File: src/rtl/core/real_time_counter_with_compare_defines.svh
// assertion helpers for the rtl core
`ifndef REAL_TIME_COUNTER_WITH_COMPARE_DEFINES_SVH
`define REAL_TIME_COUNTER_WITH_COMPARE_DEFINES_SVH

// same-cycle implication, checked outside reset
`define RTCC_ASSERT_IMP(label, clk, rst_n, ante, cons) \
    label: assert property (@(posedge clk) disable iff (!rst_n) (ante) |-> (cons)) \
        else $error("rtcc assertion failed");

// next-cycle implication, checked outside reset
`define RTCC_ASSERT_NXT(label, clk, rst_n, ante, cons) \
    label: assert property (@(posedge clk) disable iff (!rst_n) (ante) |=> (cons)) \
        else $error("rtcc assertion failed");

`endif

File: src/rtl/core/rtcc_pkg.sv
`timescale 1ns / 1ps

package rtcc_pkg;

    localparam int unsigned FIELD_W   = 24;
    localparam int unsigned CFG_W     = 12;
    localparam int unsigned OP_W      = 2;
    localparam int unsigned IDX_W     = 3;
    localparam int unsigned ADDR_W    = 3;
    localparam int unsigned APB_W     = 32;

    // enable mask bit positions
    localparam int unsigned EN_OVF_BIT = 0;
    localparam int unsigned EN_CMP_BIT = 1;

    typedef enum logic [OP_W-1:0] {
        OP_TICK  = 2'd0,
        OP_READ  = 2'd1,
        OP_WRITE = 2'd2
    } t_op;

    typedef enum logic [IDX_W-1:0] {
        REG_START   = 3'd0,
        REG_STOP    = 3'd1,
        REG_CMP_EVT = 3'd2,
        REG_OVF_EVT = 3'd3,
        REG_EN_SET  = 3'd4,
        REG_EN_CLR  = 3'd5,
        REG_COUNTER = 3'd6,
        REG_CMP_VAL = 3'd7
    } t_reg_idx;

    // configuration register index
    localparam logic [0:0] CFG_PRESCALE = 1'b0;

    typedef struct packed {
        logic [OP_W-1:0]    op;
        logic [IDX_W-1:0]   reg_index;
        logic [FIELD_W-1:0] write_value;
    } t_item;

    typedef struct packed {
        logic [FIELD_W-1:0] read_value;
        logic               irq;
        logic               compare_flag;
        logic               overflow_flag;
    } t_result;

endpackage

File: src/rtl/core/rtcc_cfg.sv
`timescale 1ns / 1ps

module rtcc_cfg import rtcc_pkg::*; #(
    parameter int unsigned PRESCALE_BITS = 12
) (
    input  logic                     i_clk,
    input  logic                     i_rst_n,
    input  logic                     psel,
    input  logic                     penable,
    input  logic                     pwrite,
    input  logic [ADDR_W-1:0]        paddr,
    input  logic [APB_W-1:0]         pwdata,
    output logic [APB_W-1:0]         prdata,
    output logic                     pready,
    output logic [PRESCALE_BITS-1:0] o_prescale_divider
);

    logic [PRESCALE_BITS-1:0] r_div;
    logic [PRESCALE_BITS-1:0] n_div;
    logic                     sel_div;

    assign sel_div = (paddr[ADDR_W-1] == CFG_PRESCALE);
    assign pready  = 1'b1;

    always_comb begin
        n_div = r_div;
        if (psel && penable && pwrite && sel_div) begin
            // register field is 12 bits, then fitted to the prescaler width
            n_div = PRESCALE_BITS'(pwdata[CFG_W-1:0]);
        end
    end

    always_ff @(posedge i_clk) begin
        if (!i_rst_n) begin
            r_div <= '0;
        end else begin
            r_div <= n_div;
        end
    end

    assign prdata             = sel_div ? APB_W'(r_div) : '0;
    assign o_prescale_divider = r_div;

endmodule

File: src/rtl/core/rtcc_in_stage.sv
`timescale 1ns / 1ps

module rtcc_in_stage import rtcc_pkg::*; (
    input  logic  i_clk,
    input  logic  i_rst_n,
    input  logic  i_valid,
    output logic  o_stall,
    input  t_item i_item,
    output logic  o_valid,
    input  logic  i_stall,
    output t_item o_item
);

    logic  r_valid;
    t_item r_item;
    logic  accept;

    // hold the word only while the core cannot take it
    assign o_stall = r_valid && i_stall;
    assign accept  = i_valid && !o_stall;

    always_ff @(posedge i_clk) begin
        if (!i_rst_n) begin
            r_valid <= 1'b0;
        end else if (!o_stall) begin
            r_valid <= i_valid;
        end
    end

    always_ff @(posedge i_clk) begin
        if (accept) begin
            r_item <= i_item;
        end
    end

    assign o_valid = r_valid;
    assign o_item  = r_item;

endmodule

File: src/rtl/core/rtcc_core.sv
`timescale 1ns / 1ps
`include "real_time_counter_with_compare_defines.svh"

module rtcc_core import rtcc_pkg::*; #(
    parameter int unsigned COUNTER_BITS  = 24,
    parameter int unsigned PRESCALE_BITS = 12
) (
    input  logic                     i_clk,
    input  logic                     i_rst_n,
    input  logic [PRESCALE_BITS-1:0] i_prescale_divider,
    input  logic                     i_valid,
    output logic                     o_stall,
    input  t_item                    i_item,
    output logic                     o_valid,
    input  logic                     i_stall,
    output t_result                  o_result
);

    logic                     r_running,  n_running;
    logic [PRESCALE_BITS-1:0] r_psc,      n_psc;
    logic [COUNTER_BITS-1:0]  r_cnt,      n_cnt;
    logic [COUNTER_BITS-1:0]  r_cmp_val,  n_cmp_val;
    logic                     r_cmp_flag, n_cmp_flag;
    logic                     r_ovf_flag, n_ovf_flag;
    logic [1:0]               r_en,       n_en;
    logic                     r_out_valid, n_out_valid;
    t_result                  r_res,      n_res;

    logic                     pass;
    logic [COUNTER_BITS-1:0]  cnt_inc;
    logic [FIELD_W-1:0]       rd;
    logic [1:0]               wmask;

    assign pass    = i_valid && (!r_out_valid || !i_stall);
    assign o_stall = i_valid && !pass;
    assign cnt_inc = COUNTER_BITS'(r_cnt + 1'b1);
    assign wmask   = i_item.write_value[1:0];

    always_comb begin
        n_running  = r_running;
        n_psc      = r_psc;
        n_cnt      = r_cnt;
        n_cmp_val  = r_cmp_val;
        n_cmp_flag = r_cmp_flag;
        n_ovf_flag = r_ovf_flag;
        n_en       = r_en;
        rd         = '0;

        case (i_item.op)
            OP_TICK: begin
                if (r_running) begin
                    if (r_psc >= i_prescale_divider) begin
                        n_psc = '0;
                        n_cnt = cnt_inc;
                        if (cnt_inc == '0) begin
                            n_ovf_flag = 1'b1;
                        end
                        if (cnt_inc == r_cmp_val) begin
                            n_cmp_flag = 1'b1;
                        end
                    end else begin
                        n_psc = PRESCALE_BITS'(r_psc + 1'b1);
                    end
                end
            end
            OP_READ: begin
                case (i_item.reg_index)
                    REG_CMP_EVT: rd = FIELD_W'(r_cmp_flag);
                    REG_OVF_EVT: rd = FIELD_W'(r_ovf_flag);
                    REG_EN_SET:  rd = FIELD_W'(r_en);
                    REG_EN_CLR:  rd = FIELD_W'(r_en);
                    REG_COUNTER: rd = FIELD_W'(r_cnt);
                    REG_CMP_VAL: rd = FIELD_W'(r_cmp_val);
                    default:     rd = '0;
                endcase
            end
            OP_WRITE: begin
                case (i_item.reg_index)
                    REG_START:   if (i_item.write_value[0]) n_running = 1'b1;
                    REG_STOP:    if (i_item.write_value[0]) n_running = 1'b0;
                    REG_CMP_EVT: n_cmp_flag = i_item.write_value[0];
                    REG_OVF_EVT: n_ovf_flag = i_item.write_value[0];
                    REG_EN_SET:  n_en = r_en | wmask;
                    REG_EN_CLR:  n_en = r_en & ~wmask;
                    REG_CMP_VAL: n_cmp_val = COUNTER_BITS'(i_item.write_value);
                    default:     n_en = r_en;
                endcase
            end
            default: rd = '0;
        endcase

        n_res.read_value    = rd;
        n_res.compare_flag  = n_cmp_flag;
        n_res.overflow_flag = n_ovf_flag;
        n_res.irq           = (n_ovf_flag && n_en[EN_OVF_BIT])
                           || (n_cmp_flag && n_en[EN_CMP_BIT]);

        n_out_valid = r_out_valid;
        if (pass) begin
            n_out_valid = 1'b1;
        end else if (!i_stall) begin
            n_out_valid = 1'b0;
        end
    end

    always_ff @(posedge i_clk) begin
        if (!i_rst_n) begin
            r_running   <= 1'b0;
            r_psc       <= '0;
            r_cnt       <= '0;
            r_cmp_val   <= '0;
            r_cmp_flag  <= 1'b0;
            r_ovf_flag  <= 1'b0;
            r_en        <= '0;
            r_out_valid <= 1'b0;
        end else begin
            r_out_valid <= n_out_valid;
            if (pass) begin
                r_running  <= n_running;
                r_psc      <= n_psc;
                r_cnt      <= n_cnt;
                r_cmp_val  <= n_cmp_val;
                r_cmp_flag <= n_cmp_flag;
                r_ovf_flag <= n_ovf_flag;
                r_en       <= n_en;
            end
        end
    end

    always_ff @(posedge i_clk) begin
        if (pass) begin
            r_res <= n_res;
        end
    end

    assign o_valid  = r_out_valid;
    assign o_result = r_res;

    `RTCC_ASSERT_IMP(a_flags_track, i_clk, i_rst_n, r_out_valid,
        (r_res.compare_flag == r_cmp_flag) && (r_res.overflow_flag == r_ovf_flag))
    `RTCC_ASSERT_NXT(a_stopped_holds, i_clk, i_rst_n,
        pass && (i_item.op == OP_TICK) && !r_running, $stable(r_cnt) && $stable(r_psc))
    `RTCC_ASSERT_NXT(a_prescale_holds_count, i_clk, i_rst_n,
        pass && (i_item.op == OP_TICK) && (r_psc < i_prescale_divider), $stable(r_cnt))
    `RTCC_ASSERT_NXT(a_rd_zero, i_clk, i_rst_n,
        pass && (i_item.op != OP_READ), r_res.read_value == '0)

endmodule

File: src/rtl/core/real_time_counter_with_compare.sv
// a word is registered in the entry register on entry and its result is registered in the core's result register,
//   which offers it on the result channel until the result side takes it
// throughput: one word per cycle, held back only when the result side stalls
// reset: synchronous active-low i_rst_n stops the counter and clears prescale count,
//   counter, compare value, event flags, interrupt enables and the prescale divider
`timescale 1ns / 1ps

module real_time_counter_with_compare import rtcc_pkg::*; #(
    parameter int unsigned COUNTER_BITS  = 24,
    parameter int unsigned PRESCALE_BITS = 12
) (
    input  logic               i_clk,
    input  logic               i_rst_n,
    // register bus
    input  logic               psel,
    input  logic               penable,
    input  logic               pwrite,
    input  logic [ADDR_W-1:0]  paddr,
    input  logic [APB_W-1:0]   pwdata,
    output logic [APB_W-1:0]   prdata,
    output logic               pready,
    // input word channel
    input  logic               i_in_valid,
    output logic               o_in_stall,
    input  logic [OP_W-1:0]    i_op,
    input  logic [IDX_W-1:0]   i_reg_index,
    input  logic [FIELD_W-1:0] i_write_value,
    // result word channel
    output logic               o_out_valid,
    input  logic               i_out_stall,
    output logic [FIELD_W-1:0] o_read_value,
    output logic               o_irq,
    output logic               o_compare_flag_out,
    output logic               o_overflow_flag_out
);

    // prescale divider from the register bus; the user must keep it stable while words are in flight (not enforced)
    logic [PRESCALE_BITS-1:0] prescale_divider;

    // entry register to core
    t_item   in_item;
    t_item   stage_item;
    logic    stage_valid;
    logic    stage_stall;
    t_result result;

    assign in_item.op          = i_op;
    assign in_item.reg_index   = i_reg_index;
    assign in_item.write_value = i_write_value;

    rtcc_cfg #(
        .PRESCALE_BITS (PRESCALE_BITS)
    ) u_cfg (
        .i_clk              (i_clk),
        .i_rst_n            (i_rst_n),
        .psel               (psel),
        .penable            (penable),
        .pwrite             (pwrite),
        .paddr              (paddr),
        .pwdata             (pwdata),
        .prdata             (prdata),
        .pready             (pready),
        .o_prescale_divider (prescale_divider)
    );

    // entry register: takes a new word whenever it is empty or the core moves the held one on
    rtcc_in_stage u_in_stage (
        .i_clk   (i_clk),
        .i_rst_n (i_rst_n),
        .i_valid (i_in_valid),
        .o_stall (o_in_stall),
        .i_item  (in_item),
        .o_valid (stage_valid),
        .i_stall (stage_stall),
        .o_item  (stage_item)
    );

    // core: timer state, single-pass update and result register
    rtcc_core #(
        .COUNTER_BITS  (COUNTER_BITS),
        .PRESCALE_BITS (PRESCALE_BITS)
    ) u_core (
        .i_clk              (i_clk),
        .i_rst_n            (i_rst_n),
        .i_prescale_divider (prescale_divider),
        .i_valid            (stage_valid),
        .o_stall            (stage_stall),
        .i_item             (stage_item),
        .o_valid            (o_out_valid),
        .i_stall            (i_out_stall),
        .o_result           (result)
    );

    assign o_read_value        = result.read_value;
    assign o_irq               = result.irq;
    assign o_compare_flag_out  = result.compare_flag;
    assign o_overflow_flag_out = result.overflow_flag;

endmodule

File: config.mk
export PLATFORM = sky130hd
export DESIGN_NAME = real_time_counter_with_compare
export DESIGN_NICKNAME = d
export VERILOG_FILES = /design/src/rtl/core/rtcc_pkg.sv /design/src/rtl/core/rtcc_cfg.sv /design/src/rtl/core/rtcc_in_stage.sv /design/src/rtl/core/rtcc_core.sv /design/src/rtl/core/real_time_counter_with_compare.sv
export VERILOG_INCLUDE_DIRS = /design/src /design/src/rtl/core
export SDC_FILE = /design/constraint.sdc
export NUM_CORES = 1
export LEC_CHECK = 0
export ABC_AREA = 0
export BUFFER_PORTS_ARGS = -buffer_cell sky130_fd_sc_hd__buf_4
export CORE_UTILIZATION = 50
export DETAILED_ROUTE_END_ITERATION = 7
export HOLD_SLACK_MARGIN = 0.03
export MAX_ROUTING_LAYER = met4
export PLACE_DENSITY = 0.85
export SYNTH_ARGS = -nofsm -noshare
export SYNTH_HDL_FRONTEND = slang
export SYNTH_HIERARCHICAL = 1
export SYNTH_SLANG_ARGS = --single-unit
export TNS_END_PERCENT = 100
File: constraint.sdc
create_clock -name i_clk -period 2.2 [get_ports i_clk]
set_input_delay 0 -clock i_clk [delete_from_list [all_inputs] [get_ports i_clk]]
set_output_delay 0 -clock i_clk [all_outputs]
set_load 0.005 [all_outputs]
==> qor.log, run 1 <==
[synth] synthesized netlist cell count 774
[floorplan] floorplan row count 43
[synth] share of the synthesized area in the top cell type 23.0%
[placement] global placement routability congestion 0.994
[setup_path] CP bufs+invs 4
[setup_path] cell with the largest stage delay on the worst path sky130_fd_sc_hd__or3_1
[synth] EDFF count, synth 56
[sta] post-layout min period 2370 ps
[run_status] run status finished with violations
[clocking] H-tree depth reported by CTS 4
[placement] cell count after placement 1060
[setup_path] reg-to-reg setup timing slack -170 ps
[grt] Overflow after GRT 0
[placement] hpwl dp 12.4 mm
[grt] maximum number of pins on one net before global-route repair 48
[setup_path] Critical Path RT 2530 ps
[setup_path] r2r endpoint u_core/r_cnt[1]
[layout] P&R area growth vs syn 37.8%
[sta] final hold slack 60.8 ps
[synth] most numerous cell types in the synthesized netlist 103 x sky130_fd_sc_hd__nand2_1, 79 x sky130_fd_sc_hd__dfxtp_1, 56 x sky130_fd_sc_hd__edfxtp_1, 56 x sky130_fd_sc_hd__nor2_1, 51 x sky130_fd_sc_hd__xnor2_1
[routing] aggregate routed wire length 22.8 mm
[grt] via count of the first global-routing pass 6129
[setup_path] Worst Setup End Kind flop
[clocking] clock buffer count from CTS 17
[synth] Synth warnings 6
[sta] Max Clock Skew 10.1 ps
[pwr] Max rail drop VDD 570 uV
[setup_path] startpoint type of the worst setup path flop
[hold_path] worst min-delay path startpoint i_rst_n
[sta] relative slew slack 49.4%
[synth] Post-synth ARST share 0%
[clocking] clk root buf sky130_fd_sc_hd__clkbuf_16
[synth] leading register cell type out of synthesis sky130_fd_sc_hd__dfxtp_1
[synth] most frequent cell after synthesis sky130_fd_sc_hd__nand2_1
[clocking] CTS sink count 135
[hold_path] Min-Delay Path Depth 2
[setup_path] WS Path Type reg2reg
[setup_path] cell class contributing the biggest share of worst-path delay compound AO/OA/AOI/OAI gates
[floorplan] starting utilization of the core area 52.0%
[floorplan] core footprint 14000 sq um
[sta] setup repair after global routing missed its margin yes
[clocking] later-pin clock latency in the skew report 430 ps
[setup_path] arrival time at the worst endpoint 2690 ps
[synth] Distinct cells, synth 74
[grt] overall track demand over capacity in global routing 29.2%
[routing] number of routed nets with antenna violations 0
[sta] setup tns final -2110 ps
[sta] achievable clock frequency 0.423 GHz
[pwr] areal power density over the cells 622 nW/um^2
[synth] summed instance area of the synthesized netlist 7310 sq um
[routing] number of detailed-route iterations in the first pass 7
[hold_path] class of the worst hold path in2reg
[clocking] clock transition at the registers of the reported paths 60 ps
[routing] WL per Instance 19.8 microns
[grt] global-route wire length before repair 32.0 mm
[placement] IO Port Bufs 89
[clocking] clock tree from TritonCTS yes
[sta] number of endpoints failing setup at the final stage 30
[routing] DRC violations left 0
[routing] count of routing violations after the opening detailed-route iteration 929
[sta] final hold violations 0
[layout] fraction of the core area covered by cells at the end of the flow 71.7%
[layout] Post-Layout Cell Count 1152
[sta] final period utilization 108%
[hold_path] endpoint of the worst hold path u_in_stage/o_valid
[pwr] reported leakage power 4.03 nW
[routing] via total after detailed routing 6777
[synth] synthesized flop and latch total 135
[sta] final number of max-transition violations 0
[setup_path] ordered cell list for the critical path inv_1 > ha_1 > nor2_1 > or3_1 > o221ai_2 > a21o_1 > buf_6 > buf_8 > buf_4 > nand3_1 > a21boi_0
[synth] register area share after synthesis 44.7%
[floorplan] die area 15100 sq um
[synth] cell accounting for the most synthesized area sky130_fd_sc_hd__edfxtp_1
[floorplan] die height 123 microns
[setup_path] length in cells of the worst reg-to-reg path 11
[setup_path] worst r2r src u_cfg/o_prescale_divider[3]
[synth] post-synthesis area per instance 9.44 sq um
[synth] leading cell types by total area after synthesis sky130_fd_sc_hd__edfxtp_1 23%, sky130_fd_sc_hd__dfxtp_1 22%, sky130_fd_sc_hd__xnor2_1 6.1%
[sta] least setup slack across all paths after layout -166 ps
[layout] ratio of cells with drive above 1 in the final layout 31.5%
[floorplan] horizontal extent of the die 123 microns
[clocking] number of buffers between clock root and the deepest sink 2
[grt] initial antenna violation count 0
[flow_run] maximum capacitance violations 0
[run_status] violations in the final reports setup timing
[layout] diode insertion count for antenna repair 0
[layout] Post-layout nets 1045
[sta] Worst Tran Pin Value 759 ps
[floorplan] I/O Pins 133
[routing] routed vias/inst 5.88
[setup_path] CP Max Fanout 5
[setup_path] delay of the slowest cell on the worst path 380 ps
how the worst max path moves through the flow:
stage	startpoint	to	slack, ps	cells past startpoint
floorplan	u_core/r_cnt[0]	u_core/o_result[2]	4	10
global placement	u_core/r_cnt[6]	u_core/o_result[2]	-100	10
detailed placement	u_core/r_cnt[1]	u_core/o_result[1]	-200	9
CTS	u_cfg/o_prescale_divider[7]	u_core/r_cnt[15]	-8	11
global route	u_core/r_cnt[11]	u_core/o_result[2]	-270	9
finish	u_cfg/o_prescale_divider[3]	u_core/r_cnt[1]	-170	11
placed cells by master (no fill, tap or decap), types with 18 or more instances in the layout:
master / netlist / final
sky130_fd_sc_hd__nor2_1: 56 / 53
sky130_fd_sc_hd__xnor2_1: 51 / 47
sky130_fd_sc_hd__conb_1: 2 / 21
sky130_fd_sc_hd__buf_4: 28 / 177
sky130_fd_sc_hd__edfxtp_1: 56 / 56
sky130_fd_sc_hd__xor2_1: 20 / 20
sky130_fd_sc_hd__dfxtp_1: 79 / 62
sky130_fd_sc_hd__nand2_1: 103 / 100
sky130_fd_sc_hd__mux2i_1: 18 / 18
sky130_fd_sc_hd__a21boi_0: 26 / 26
sky130_fd_sc_hd__a22oi_1: 23 / 23
sky130_fd_sc_hd__nand4_1: 18 / 18
sky130_fd_sc_hd__dlygate4sd3_1: 0 / 43
sky130_fd_sc_hd__and2_1: 27 / 26
routing by layer:
metal	routed length (microns)	GRT usage (%)	vias up
met5	0	-	-
met4	1310	13.8	0
met1	8490	36.1	3131
met3	2400	7.01	140
met2	10600	45.1	470
li1	-	-	3036
stage by stage:
step | setup WS (ps) | instance area (sq um) | total power, W
3_5_place_dp | -198 | 8420 | 0.00307
3_3_place_gp | -96.7 | 8420 | 0.00307
5_1_grt | -269 | 10100 | 0.00641
2_1_floorplan | 3.92 | 7380 | 0.00293
4_1_cts | -7.90 | 9710 | 0.00624
6_report | -166 | 10100 | 0.00626
what timing repair did:
action                                 in CTS  in global routing
cloned                                      1                  0
setup endpoints to repair                  29                 40
buffers inserted                            7                 11
endpoints found under the hold margin      43                  0
pin swaps                                  19                 41
hold buffers                               43                  0
resized for setup                          40                 58
report_power, final:
part	total, W	internal, W	switching [W]
Combinational	0.000467	0.000236	0.000230
Clock	0.00309	0.00194	0.00114
Sequential	0.00271	0.00267	0.0000419
Total	0.00626	0.00485	0.00142
final cells by class:
cell class / instances / area [sq um]
Tap cell: 180 / 225
Inverter: 20 / 76.3
Fill cell: 885 / 3980
Clock buffer: 19 / 443
Sequential cell: 135 / 3290
Timing Repair Buffer: 229 / 1880
Multi-Input combinational cell: 556 / 3950
Clock inverter: 13 / 193
cells by family after synthesis:
logic type               count (synthesis)  synth area share, %
AO/OA/AOI/OAI                          112                 11.2
XOR/XNOR                                72                 8.73
buffers and inverters                  102                 7.45
adder cells (fa/ha/maj)                 15                 2.57
other                                    2                0.103
multiplexers                            19                 2.62
AND/OR/NAND/NOR                        317                 22.6
flip-flops                             135                 44.7
registers in the layout, summed over array words and instances, names as in the netlist:
register,count
u_in_stage/o_item,29
u_core/o_result,27
u_core/r_cmp_val,24
u_core/r_cnt,24
u_cfg/o_prescale_divider,12
u_core/r_psc,12
u_core/r_en,2
u_core/o_valid,1
u_core/r_cmp_flag,1
u_core/r_ovf_flag,1
u_core/r_running,1
u_in_stage/o_valid,1
Note: power is estimated with default switching activity, not from simulation.
==> run 2, diff against run 1 <==
--- a/config.mk
+++ b/config.mk
@@ -13,6 +13,7 @@
 export HOLD_SLACK_MARGIN = 0.03
 export MAX_ROUTING_LAYER = met4
 export PLACE_DENSITY = 0.85
+export RECOVER_POWER = 100
 export SYNTH_ARGS = -nofsm -noshare
 export SYNTH_HDL_FRONTEND = slang
 export SYNTH_HIERARCHICAL = 1
==> run 2 against run 1 <==
- hold slack worse by 1.0 ps
- via count up 0.21%
- clock power hardly changed
- sequential share of layout area up 0.13 points
- first-iteration DRC count down 14%
- the run still ends with setup timing left
==> qor.log, run 2 (synthesis results as in run 1) <==
[layout] number of filler instances in the final layout 897 [+1.4%]
[sta] final number of max-transition violations 0 [unchanged]
[grt] Overflow after GRT 0 [unchanged]
[sta] final period utilization 107% [-0.26 points]
[floorplan] horizontal extent of the die 123 microns [unchanged]
[grt] global-route wire length before repair 32.0 mm [unchanged]
[routing] WL per Instance 19.8 microns [about the same]
[clocking] later-pin clock latency in the skew report 430 ps [about the same]
[sta] least setup slack across all paths after layout -160 ps [+5.77 ps]
[sta] final hold violations 0 [unchanged]
[clocking] clock transition at the registers of the reported paths 60 ps [about the same]
[grt] via count of the first global-routing pass 6129 [unchanged]
[routing] aggregate routed wire length 22.9 mm [about the same]
[run_status] run status finished with violations
[floorplan] core footprint 14000 sq um [unchanged]
[setup_path] arrival time at the worst endpoint 2670 ps [-20 ps]
[layout] Multi-input gate area 3950 sq um [-0.19%]
[flow_run] maximum capacitance violations 0 [unchanged]
[setup_path] CP Max Fanout 3 [-2]
[layout] ratio of cells with drive above 1 in the final layout 30.6% [-0.93 points]
[sta] post-layout min period 2360 ps [-5.77 ps]
[sta] final hold slack 59.8 ps [-1.00 ps]
[sta] number of endpoints failing setup at the final stage 37 [+23%]
[routing] number of detailed-route iterations in the first pass 6 [-1]
[pwr] areal power density over the cells 623 nW/um^2 [+0.13%]
[placement] cell count after placement 1060 [unchanged]
[routing] routed vias/inst 5.89 [+0.21%]
[pwr] reported leakage power 3.98 nW [-1.3%]
[floorplan] floorplan row count 43 [unchanged]
[clocking] CTS sink count 135 [unchanged]
[layout] highest-count cells in the layout ignoring fill and taps 102 x sky130_fd_sc_hd__buf_4, 100 x sky130_fd_sc_hd__nand2_1, 65 x sky130_fd_sc_hd__clkbuf_4
[layout] diode insertion count for antenna repair 0 [unchanged]
[placement] IO Port Bufs 89 [unchanged]
[sta] setup repair after global routing missed its margin yes
[routing] DRC violations left 0 [unchanged]
[setup_path] startpoint type of the worst setup path flop
[clocking] clock buffer count from CTS 17 [unchanged]
[layout] Post-Layout Cell Count 1152 [unchanged]
[routing] number of routed nets with antenna violations 0 [unchanged]
[routing] via total after detailed routing 6791 [+0.21%]
[layout] fraction of the core area covered by cells at the end of the flow 71.4% [-0.29 points]
[pwr] Max rail drop VDD 574 uV [+0.68%]
[layout] P&R area growth vs syn 37.2%
[clocking] clk root buf sky130_fd_sc_hd__clkbuf_16
[grt] initial antenna violation count 0 [unchanged]
[grt] overall track demand over capacity in global routing 29.2% [unchanged]
[layout] Largest register FFs 29 [unchanged]
[sta] relative slew slack 37.3% [-12 points]
[layout] leading cell type in the layout, fill and taps excluded sky130_fd_sc_hd__buf_4
[setup_path] Worst Setup End Kind flop
[floorplan] I/O Pins 133 [unchanged]
[placement] instance area after placement 8420 sq um [unchanged]
[routing] count of routing violations after the opening detailed-route iteration 800 [-14%]
[layout] Non-Filler Cell Area, Final 10000 sq um [-0.40%]
[placement] hpwl dp 12.4 mm [unchanged]
[placement] global placement routability congestion 0.994 [unchanged]
[floorplan] starting utilization of the core area 52.0% [unchanged]
[placement] DP Worst Slack -198 ps [unchanged]
[sta] achievable clock frequency 0.424 GHz [+0.24%]
[sta] Worst Tran Pin Value 940 ps [+181 ps]
[grt] maximum number of pins on one net before global-route repair 48 [unchanged]
[layout] Storage cell area 3290 sq um [unchanged]
[sta] Max Clock Skew 14.1 ps [+4.03 ps]
[floorplan] die area 15100 sq um [unchanged]
[floorplan] die height 123 microns [unchanged]
[clocking] H-tree depth reported by CTS 4 [unchanged]
[clocking] clock tree from TritonCTS yes
[setup_path] WS Path Type reg2reg
[run_status] violations in the final reports setup timing
[clocking] number of buffers between clock root and the deepest sink 2 [unchanged]
[setup_path] Critical Path RT 2510 ps [-20 ps]
[hold_path] class of the worst hold path in2reg
[layout] Post-layout nets 1045 [unchanged]
-- run 2: cell types whose count changed in the layout (fill, tap and decap cells not counted) --
| cell | before | now |
|---|---|---|
| sky130_fd_sc_hd__nand2_4 | 1 | 0 |
| sky130_fd_sc_hd__and2_0 | 0 | 1 |
| sky130_fd_sc_hd__clkbuf_4 | 0 | 65 |
| sky130_fd_sc_hd__and2_4 | 3 | 2 |
| sky130_fd_sc_hd__or2_2 | 1 | 0 |
| sky130_fd_sc_hd__a21bo_1 | 1 | 2 |
| sky130_fd_sc_hd__clkbuf_2 | 0 | 4 |
| sky130_fd_sc_hd__a21bo_2 | 2 | 1 |
| sky130_fd_sc_hd__or2_1 | 0 | 1 |
| sky130_fd_sc_hd__nand2_2 | 2 | 3 |
| sky130_fd_sc_hd__clkinv_2 | 1 | 0 |
| sky130_fd_sc_hd__clkinvlp_2 | 0 | 1 |
| sky130_fd_sc_hd__clkbuf_1 | 1 | 7 |
| sky130_fd_sc_hd__buf_4 | 177 | 102 |
-- run 2: critical path, cell delays in order (launching register included) --
cell and delay [ps]:
sky130_fd_sc_hd__dfxtp_2 330, sky130_fd_sc_hd__inv_1 40, sky130_fd_sc_hd__ha_1 310, sky130_fd_sc_hd__a211o_1 330, sky130_fd_sc_hd__a31oi_2 200, sky130_fd_sc_hd__o221ai_2 140, sky130_fd_sc_hd__a21oi_1 400, sky130_fd_sc_hd__nor4_1 120
sky130_fd_sc_hd__a21bo_1 220, sky130_fd_sc_hd__o21ba_1 180
-- run 2: report_power, final --
part | switching (W) | internal (W)
Clock | 0.00114 | 0.00194
Sequential | 0.0000415 | 0.00267
Combinational | 0.000231 | 0.000225
-- run 2: layer usage --
metal	wire length [microns]	up-vias	GRT usage, %
met4	1240	0	13.8
met5	0	-	-
li1	-	3035	-
met3	2450	130	7.01
met2	10700	472	45.1
met1	8510	3154	36.1
-- run 2: worst paths after layout --
path	from	to	slack (ps)	cells past startpoint
worst max register to register	u_cfg/o_prescale_divider[2]	u_core/r_ovf_flag	-160	9
worst max-delay path	u_cfg/o_prescale_divider[2]	u_core/r_ovf_flag	-160	9
worst min-delay path	i_rst_n	u_in_stage/o_valid	60	2
worst min register to register	u_core/r_en[1]	u_core/r_en[1]	490	2
-- run 2: repair_timing --
action / in CTS / in global routing
hold buffers: 43 / 0
setup endpoints to repair: 29 / 40
buffers inserted: 7 / 11
resized for setup: 40 / 58
cloned: 1 / 0
pin swaps: 19 / 41
hold endpoints to repair: 43 / 0
-- run 2: per-stage QoR --
stage	total power [W]	setup TNS (ps)
after detailed placement	0.00307	-1090
final	0.00625	-2340
after CTS	0.00624	-39.5
after global routing	0.00640	-5090
after global placement	0.00307	-246
after floorplan	0.00293	0
-- run 2: layout make-up --
cell class | instances | area share, %
clock inverter | 13 | 1.92
tap | 180 | 2.25
clock buffer | 19 | 4.42
inverter | 20 | 0.761
sequential | 135 | 32.9
multi-input combinational | 556 | 39.3
timing repair buffer | 229 | 18.4
==> run 3, diff against run 2 <==
--- a/config.mk
+++ b/config.mk
@@ -16,6 +16,5 @@
 export RECOVER_POWER = 100
 export SYNTH_ARGS = -nofsm -noshare
 export SYNTH_HDL_FRONTEND = slang
-export SYNTH_HIERARCHICAL = 1
 export SYNTH_SLANG_ARGS = --single-unit
 export TNS_END_PERCENT = 100
==> run 3 against run 2 <==
- the flow still finishes with violations (setup timing)
- register-to-register slack lost 180 ps
- highest routed layer unchanged
- largest cell class unchanged
- design area rose by 5.9%
- setup slack lost 180 ps
- synthesized area down 0.55%
- critical endpoint is now u_core.r_cnt[17]
- critical path type unchanged
- wire length up 12%
==> qor.log, run 3 <==
[placement] hpwl dp 13.6 mm [+9.6%]
[floorplan] die area 15000 sq um [-0.54%]
[clocking] clk root buf sky130_fd_sc_hd__clkbuf_16
[pwr] reported leakage power 4.36 nW [+9.5%]
[sta] final period utilization 115% [+8.2 points]
[layout] Post-layout nets 1097 [+5.0%]
[flow_run] maximum capacitance violations 0 [unchanged]
[sta] Worst Tran Pin Value 760 ps [-180 ps]
[pwr] switching part of the total 21.8% [-0.75 points]
[layout] number of filler instances in the final layout 807 [-10%]
[setup_path] CP Max Fanout 6 [+3]
[sta] number of endpoints failing setup at the final stage 41 [+11%]
[layout] Largest register FFs 29 [unchanged]
[clocking] clock buffer count from CTS 17 [unchanged]
[hold_path] class of the worst hold path in2reg
[setup_path] delay of the slowest cell on the worst path 440 ps [+40 ps]
[synth] Distinct cells, synth 75 [+1.4%]
[floorplan] starting utilization of the core area 51.8% [-0.29 points]
[synth] cell accounting for the most synthesized area sky130_fd_sc_hd__edfxtp_1
[sta] least setup slack across all paths after layout -340 ps [-179 ps]
[grt] global route hottest layer met2
[layout] diode insertion count for antenna repair 0 [unchanged]
[synth] synthesized flop and latch total 135 [unchanged]
[floorplan] core footprint 14000 sq um [unchanged]
[floorplan] floorplan row count 43 [unchanged]
[sta] relative slew slack 49.4% [+12 points]
[floorplan] I/O Pins 133 [unchanged]
[synth] leading cell types by total area after synthesis sky130_fd_sc_hd__edfxtp_1 23%, sky130_fd_sc_hd__dfxtp_1 22%, sky130_fd_sc_hd__xnor2_1 6.1%
[pwr] Sw Pwr 0.00134 W [-5.3%]
[pwr] sequential share of power 44.2% [+0.8 points]
[clocking] clock transition at the registers of the reported paths 60 ps [about the same]
[synth] Post-synth ARST share 0% [unchanged]
[routing] number of routed nets with antenna violations 0 [unchanged]
[grt] Overflow after GRT 0 [unchanged]
[setup_path] Critical Path RT 2520 ps [about the same]
[routing] number of detailed-route iterations in the first pass 8 [+2]
[grt] via count of the first global-routing pass 6484 [+5.8%]
[sta] setup tns final -9860 ps [-7520 ps]
[pwr] cell-internal power 0.00478 W [-1.1%]
[pwr] sum of internal, switching and leakage power 0.00612 W [-2.0%]
[grt] met1 track demand over resource 35.8% [-0.28 points]
[grt] met2 usage 53.4% [+8.3 points]
[pwr] Max rail drop VDD 624 uV [+8.6%]
[setup_path] startpoint type of the worst setup path flop
[layout] Non-Filler Cell Area, Final 10600 sq um [+5.9%]
[synth] post-synthesis area per instance 9.43 sq um [-0.16%]
[grt] maximum number of pins on one net before global-route repair 69 [+44%]
[setup_path] cell class contributing the biggest share of worst-path delay compound AO/OA/AOI/OAI gates
[setup_path] CP bufs+invs 2 [+1]
[sta] achievable clock frequency 0.394 GHz [-7.1%]
[synth] summed instance area of the synthesized netlist 7270 sq um [-0.55%]
[grt] initial antenna violation count 0 [unchanged]
[sta] final hold slack 122 ps [+62.0 ps]
[setup_path] Worst Setup End Kind flop
[placement] IO Port Bufs 89 [unchanged]
[clocking] clock tree from TritonCTS yes
[clocking] number of buffers between clock root and the deepest sink 2 [unchanged]
[layout] P&R area growth vs syn 46.1%
[routing] via total after detailed routing 7177 [+5.7%]
[placement] global placement routability congestion 0.953 [-4.2%]
[synth] EDFF count, synth 56 [unchanged]
[grt] global-route wire length before repair 34.0 mm [+6.2%]
[setup_path] cell with the largest stage delay on the worst path sky130_fd_sc_hd__o31a_2
[clocking] H-tree depth reported by CTS 4 [unchanged]
[grt] overall track demand over capacity in global routing 31.4% [+2.2 points]
[synth] synthesized netlist cell count 771 [-0.39%]
[sta] setup repair after global routing missed its margin yes
[synth] most numerous cell types in the synthesized netlist 118 x sky130_fd_sc_hd__nand2_1, 79 x sky130_fd_sc_hd__dfxtp_1, 65 x sky130_fd_sc_hd__nor2_1
[sta] post-layout min period 2540 ps [+179 ps]
[routing] DRC violations left 0 [unchanged]
[layout] ratio of cells with drive above 1 in the final layout 38.1% [+7.6 points]
[grt] met3 Resource Use GR 6.51% [-0.51 points]
[run_status] violations in the final reports setup timing
[synth] share of the synthesized area in the top cell type 23.1% [+0.13 points]
[synth] register area share after synthesis 44.9% [+0.25 points]
[floorplan] die height 123 microns [-0.27%]
[sta] final hold violations 0 [unchanged]
[sta] final number of max-transition violations 0 [unchanged]
[routing] aggregate routed wire length 25.5 mm [+12%]
[layout] Post-Layout Cell Count 1205 [+4.6%]
[run_status] run status finished with violations
[placement] cell count after placement 1102 [+4.0%]
[routing] routed vias/inst 5.96 [+1.0%]
[clocking] later-pin clock latency in the skew report 430 ps [about the same]
[routing] WL per Instance 21.2 microns [+6.7%]
[layout] highest-count cells in the layout ignoring fill and taps 143 x sky130_fd_sc_hd__buf_4, 105 x sky130_fd_sc_hd__nand2_1, 64 x sky130_fd_sc_hd__clkbuf_4
[floorplan] horizontal extent of the die 123 microns [-0.27%]
[sta] Max Clock Skew 13.4 ps [-0.766 ps]
[pwr] share of power burned in combinational logic 6.4% [-0.9 points]
[synth] Synth warnings 0 [-6]
[clocking] CTS sink count 135 [unchanged]
[placement] instance area after placement 8710 sq um [+3.4%]
[pwr] clock share of power 49.4% [about the same]
[layout] leading cell type in the layout, fill and taps excluded sky130_fd_sc_hd__buf_4
[synth] leading register cell type out of synthesis sky130_fd_sc_hd__dfxtp_1
[setup_path] WS Path Type reg2reg
[routing] count of routing violations after the opening detailed-route iteration 843 [+5.4%]
[setup_path] ordered cell list for the critical path inv_2 > ha_4 > a21oi_1 > o21ai_1 > a41oi_2 > nor2_1 > o31a_2 > buf_6 > nand4_1 > xnor2_1 > and2_1
[setup_path] arrival time at the worst endpoint 2860 ps [+190 ps]
[pwr] areal power density over the cells 577 nW/um^2 [-7.4%]
[synth] most frequent cell after synthesis sky130_fd_sc_hd__nand2_1
[run 3: cell types whose count changed in the layout (fill, tap and decap cells not counted), moves of 7 or more]
cell	before	now
sky130_fd_sc_hd__mux2i_1	18	8
sky130_fd_sc_hd__nor2_1	53	60
sky130_fd_sc_hd__nand3_1	17	9
sky130_fd_sc_hd__buf_4	102	143
sky130_fd_sc_hd__xnor2_2	5	13
sky130_fd_sc_hd__nand2_4	0	9
sky130_fd_sc_hd__o21ai_0	5	13
sky130_fd_sc_hd__xnor2_1	47	38
sky130_fd_sc_hd__a21boi_0	26	37
[run 3: power groups by stage]
stage          clock [W]  combinational [W]  sequential (W)
3_3_place_gp           0           0.000280         0.00276
4_1_cts          0.00302           0.000366         0.00270
6_report         0.00303           0.000389         0.00270
3_5_place_dp           0           0.000286         0.00276
5_1_grt          0.00315           0.000413         0.00271
2_1_floorplan          0           0.000149         0.00275
[run 3: cell families after synthesis]
family / share of synthesized area (%)
fa+ha+maj: 2.41
other cells: 0.103
buf+inv: 7.46
simple gates: 22.9
flops: 44.9
mux: 1.26
xor+xnor: 8.08
compound gates: 12.9
[run 3: layout make-up]
| class | count | area (sq um) | share of cell area [%] |
|---|---|---|---|
| Tap cell | 180 | 225 | 2.12 |
| Clock inverter | 10 | 139 | 1.31 |
| Inverter | 22 | 82.6 | 0.778 |
| Timing Repair Buffer | 277 | 2250 | 21.2 |
| Clock buffer | 22 | 487 | 4.59 |
| Sequential cell | 135 | 3310 | 31.1 |
| Multi-Input combinational cell | 559 | 4130 | 38.9 |
[run 3: routing by layer]
metal  up-vias  share of wire (%)
met3       132                8.3
met5         -                  0
met1      3454                 37
met2       469                 50
met4         0                5.5
li1       3122                  -
[run 3: path summary, 6_finish.rpt]
path	depth (start not counted)	slack, ps	startpoint	end
setup / recovery	11	-340	u_cfg.o_prescale_divider[7]	u_core.r_cnt[17]
hold / removal	2	120	i_rst_n	u_cfg.o_prescale_divider[0]
setup reg to reg	11	-340	u_cfg.o_prescale_divider[7]	u_core.r_cnt[17]
hold reg to reg	2	490	u_cfg.o_prescale_divider[8]	u_cfg.o_prescale_divider[8]
[run 3: worst reg2reg max path, cell delays in order, from the launching register on]
cell,delay (ps)
sky130_fd_sc_hd__dfxtp_1,380
sky130_fd_sc_hd__inv_2,100
sky130_fd_sc_hd__ha_4,250
sky130_fd_sc_hd__a21oi_1,190
sky130_fd_sc_hd__o21ai_1,130
sky130_fd_sc_hd__a41oi_2,280
sky130_fd_sc_hd__nor2_1,110
sky130_fd_sc_hd__o31a_2,440
sky130_fd_sc_hd__buf_6,210
sky130_fd_sc_hd__nand4_1,110
sky130_fd_sc_hd__xnor2_1,90
sky130_fd_sc_hd__and2_1,160
[run 3: timing repair]
| item | 4_1_cts | 5_1_grt |
|---|---|---|
| endpoints found under the setup margin | 41 | 41 |
| cloned | 2 | 1 |
| pin swaps | 29 | 44 |
| hold buffers | 43 | 0 |
| hold endpoints to repair | 43 | 0 |
| gates resized for setup | 61 | 94 |
| buffers inserted | 10 | 16 |
[run 3: metrics by stage]
| stage | setup WS (ps) | util, % |
|---|---|---|
| 6_report | -340 | 75.6 |
| 5_1_grt | -388 | 75.6 |
| 4_1_cts | -168 | 71.9 |
| 3_5_place_dp | -298 | 62.0 |
| 3_3_place_gp | -245 | 62.0 |
| 2_1_floorplan | -42.6 | - |
